File: src/rtl/core/assert_macros.svh
// Assertion helpers for the core RTL.
`ifndef ASSERT_MACROS_SVH
`define ASSERT_MACROS_SVH
`ifndef SYNTHESIS
`define ASSERT_CLK(label, clk, rstn, prop, msg) \
    label: assert property (@(posedge clk) disable iff (!rstn) prop) else $error(msg);
`define ASSERT_NEXT(label, clk, rstn, ante, cons, msg) \
    label: assert property (@(posedge clk) disable iff (!rstn) (ante) |=> (cons)) else $error(msg);
`else
`define ASSERT_CLK(label, clk, rstn, prop, msg)
`define ASSERT_NEXT(label, clk, rstn, ante, cons, msg)
`endif
`endif

File: src/rtl/core/ppi_mul.sv
module ppi_mul (
    input  logic        aclk,
    input  logic [31:0] a,
    input  logic [31:0] b,
    output logic [31:0] p_reg
);
    logic [31:0] full;
    assign full = a * b;

    always_ff @(posedge aclk) begin
        p_reg <= full;
    end
endmodule

File: config.mk
export PLATFORM = sky130hd
export DESIGN_NAME = ppi_mul
export DESIGN_NICKNAME = d
export VERILOG_FILES = /design/src/rtl/core/assert_macros.svh /design/src/rtl/core/ppi_mul.sv
export SDC_FILE = /design/constraint.sdc
export NUM_CORES = 1
export LEC_CHECK = 0
export BUFFER_PORTS_ARGS = -buffer_cell sky130_fd_sc_hd__buf_4
export CAP_MARGIN = 20
export CORE_MARGIN = 4
export CORE_UTILIZATION = 24
export DETAILED_ROUTE_END_ITERATION = 8
export GPL_TIMING_DRIVEN = 0
export PLACE_DENSITY = 0.34
export SLEW_MARGIN = 20
export SYNTH_ARGS = -nofsm -noshare
export SYNTH_HDL_FRONTEND = slang
export SYNTH_SLANG_ARGS = --single-unit
File: constraint.sdc
create_clock -name aclk -period 8.8 [get_ports aclk]
set_input_delay 0.44 -clock aclk [delete_from_list [all_inputs] [get_ports aclk]]
set_output_delay 0.44 -clock aclk [all_outputs]
set_load 0.01 [all_outputs]
; Yosys cells after proc, flatten, opt, wreduce, memory -nomap -nowiden
; Index checks and enable logic that the tools add are counted.
[totals]
in_bits = 65
reg_bits = 32
output_inout_bits = 32
word_cells = 2
[classes]
multipliers = 1
[op_table]
columns = cell, count
row1 = 32-bit by 32-bit multiplier with 32-bit output, 1

; Depth between registers and ports, before layout
[logic_depth]
depth_word = 1
mapped_depth = 26
ltp_nobuf = 24

; Worst setup path after synthesis
; No wires, ideal clock.
[synth_path]
path_kind = input to register
from = input b[3]
to = register p_reg[29]
arrival_time_ps = 6776
setup_slack_ps = 1962
cell_stages = 24
cell_sequence = clkbuf_1 clkbuf_1 and2_1 fa_1 inv_1 fa_1 fa_1 fa_1 inv_1 fa_1 inv_1 fa_1 inv_1 fa_1 fa_1 ha_1 and4_1 and2_2 o31ai_1 o211a_1 a21oi_2 a41o_1 or4_1 nand3_1
[synth_between]
elab_chain_len = 1
[synth_lines]
columns = element, line
row1 = "start, declared", ppi_mul.sv:4  ; input logic [31:0] b,
row2 = 32-bit by 32-bit multiplier with 32-bit output, ppi_mul.sv:8  ; assign full = a * b;
row3 = net full[29], ppi_mul.sv:7  ; logic [31:0] full;
row4 = "end signal, assigned", ppi_mul.sv:11  ; p_reg <= full;
row5 = "end, declared", ppi_mul.sv:5  ; output logic [31:0] p_reg
; The timed path passes the listed nets, and every way through them passes these cells.

; Worst setup path after layout
[layout_path]
from = input a[3]
to = register p_reg[28]
[layout_between]
elab_chain_len = 1
[layout_lines]
columns = element, line
row1 = "start, declared", ppi_mul.sv:3  ; input logic [31:0] a,
row2 = 32-bit by 32-bit multiplier with 32-bit output, ppi_mul.sv:8
row3 = net full[28], ppi_mul.sv:7
; The timed path passes the listed nets, and every way through them passes these cells.

==> qor.yml <==
outcome: "finished clean"
rows: 95
tightest_slew_ns: 1.06
nNetsFinal: 2438
die_w_um: 270
gp_congestion: 0.848
drtAntennaViolNets: 0
cp_data_required_time_ns: 9.02
route.detailed.drc: 0
synth_edf_count: 0
yosys.area.top_type: "fa_1"
hp-class: "in -> reg"
viasPerCell: 4.31
cts_made_buffers: 5
numPortBuffers: 94
synth_cell_types: 45
seq_area_frac_synth_pct: 3.90
layout-drive-gt1-share_pct: 6.46
cp_data_arrival_time_ns: 8.47
most-common-layout-cells: "408 x fa_1, 368 x and2_1, 363 x inv_1, 169 x nand2_1, 123 x ha_1"
cap_violations: 0
synth_flop_cell: "dfxtp_1"
cp_slowest_cell: "clkbuf_1"
grt_max_degree: 12
htreeDepth: 2
endpoint_kind: "register"
maxSlewViolCount: 0
synth-seq-cells: 32
rsz0062_at_grt: "no"
syn_avg_cell_area_um2: 9.43
synth_top_family_by_area: "adder cells"
cts_tree: "yes"
critPathMaxStageDelay_ns: 0.78
clk_path_buf_depth: 2
clockRootBuffer: "clkbuf_16"
synth.top_cell.area_share_pct: 49.7
ioPinCount: 97
max_slew_margin_pct: 29.3
period_needed_ns: 8.25
path_class: "in -> reg"
vias: 11700
die_area_um2: 72700
post-route-period-util_pct: 93.8
crit_top_cell: "fa_1"
timing.setup.tns_ns: 0
synth-simple-area-share_pct: 19.1
synth_area_leaders: "fa_1 50%, and2_1 14%, ha_1 9.4%"
drt_iter0_markers: 471
mostFrequentLayoutCell: "fa_1"
coreArea_um2: 67500
clk_pin_slew_ns: 0.07
post-place-ws_ns: 0.0911
drt_wl_total_um: 63300
utilization_pct: 27.3
setup_viol: 0
dp.cells: 2708
cp_max_fo: 10
synth-xor-area-share_pct: 4.48
post_cts_resized: 0
grt_pass1_vias: 13300
antenna_found_initial: 9
cts.sinks: 32
cts_setup_buffers: 0
stdcell_count: 2719
synthAdderAreaFrac_pct: 59.1
synth_compound_area_share_pct: 3.26
dp_hpwl_um: 53800
fin_ws_ns: 0.547
grt_overflow_total: 0
grt_usage_pct: 17.7
startpoint_type: "input port"
die-height_um: 270
yosys-mux-area-fraction_pct: 0
syn_to_final_growth_pct: 12.0
async_flop_share_pct: 0
wl_per_cell_um: 23.3
fmax_ghz: 0.121
grt_pass1_wl_um: 93900
worstPathCellList: "buf_4 > clkbuf_1 > clkbuf_1 > and2_1 > fa_1 > fa_1 > fa_1 > inv_1 > fa_1 > inv_1 > ha_1 > ha_1 > fa_1 > fa_1 > ha_1 > and3_2 > nand3_1 > and3b_1 > o221ai_1 > a21boi_0 > a41oi_1 > o21ai_0 > xor2_1"
drt-pass1-iter-count: 7
largest_reg_flops: 32
start_util_pct: 24.3
finalHoldViolCount: 0
syn_nets: 2337
synth_warnings: 0
synthCells: 1741
cts_hold_buf: 0
netlist_area_um2: 16400
logic make-up after synthesis:
logic type,count (synthesis)
AO/OA/AOI/OAI,76
XOR/XNOR,84
adder cells (fa/ha/maj),531
buffers and inverters,443
flip-flops,32
AND/OR/NAND/NOR,575
cell usage after synthesis (2+ instances only):
library cell	n
a211oi_1	4
a21o_1	5
a21o_2	5
a21oi_1	22
a31oi_1	2
and2_1	368
and3_2	2
clkbuf_1	80
dfxtp_1	32
fa_1	408
ha_1	123
inv_1	363
nand2_1	169
nand2b_1	2
nand3_1	7
nor2_1	11
nor2b_1	2
nor3_1	5
o211ai_1	3
o21a_1	4
o21ai_0	11
o21bai_1	6
o31ai_1	2
or4_1	2
xnor2_1	65
xor2_1	19
metrics by stage:
step	cell area (um^2)	hold WS, ns
after floorplan	16400	0.567
after global placement	18200	0.720
after detailed placement	18200	0.727
after CTS	18400	0.408
after global routing	18400	0.436
final	18400	0.433
worst max-delay path: cells and delay by family:
family	cells	cell delay, ns
and+or+nand+nor	4	0.88
xor gates and xnor gates	1	0.21
adders and majority gates	9	3.74
AOI/OAI and AO/OA	4	1.52
buffers and inverters	5	1.65
per-layer routing:
| layer | GRT usage, % | vias to the layer above | wire length [um] |
|---|---|---|---|
| met5 | 0 | - | 0 |
| met2 | 31.0 | 190 | 31600 |
| met3 | 1.10 | 37 | 1650 |
| met4 | 2.88 | 0 | 1190 |
| li1 | - | 5250 | - |
| met1 | 24.6 | 6238 | 28800 |
area by class of cell:
class / count / area (um^2)
fillers: 7376 / 49100
multi-input cells: 1266 / 14100
inverters: 363 / 1360
well taps: 873 / 1090
repair buffers: 94 / 706
flip-flops and latches: 32 / 641
plain buffers: 80 / 305
clock buffers: 5 / 125
clock inverters: 3 / 42.5
diodes: 3 / 7.51
path summary, 6_finish.rpt:
path | from | to | cells after the start
worst max-delay path | a[3] | p_reg[28] | 23
worst min-delay path | b[0] | p_reg[0] | 2
Power is not shown: default switching activity piles up to over one toggle a cycle in this logic, so the estimate is an artifact.
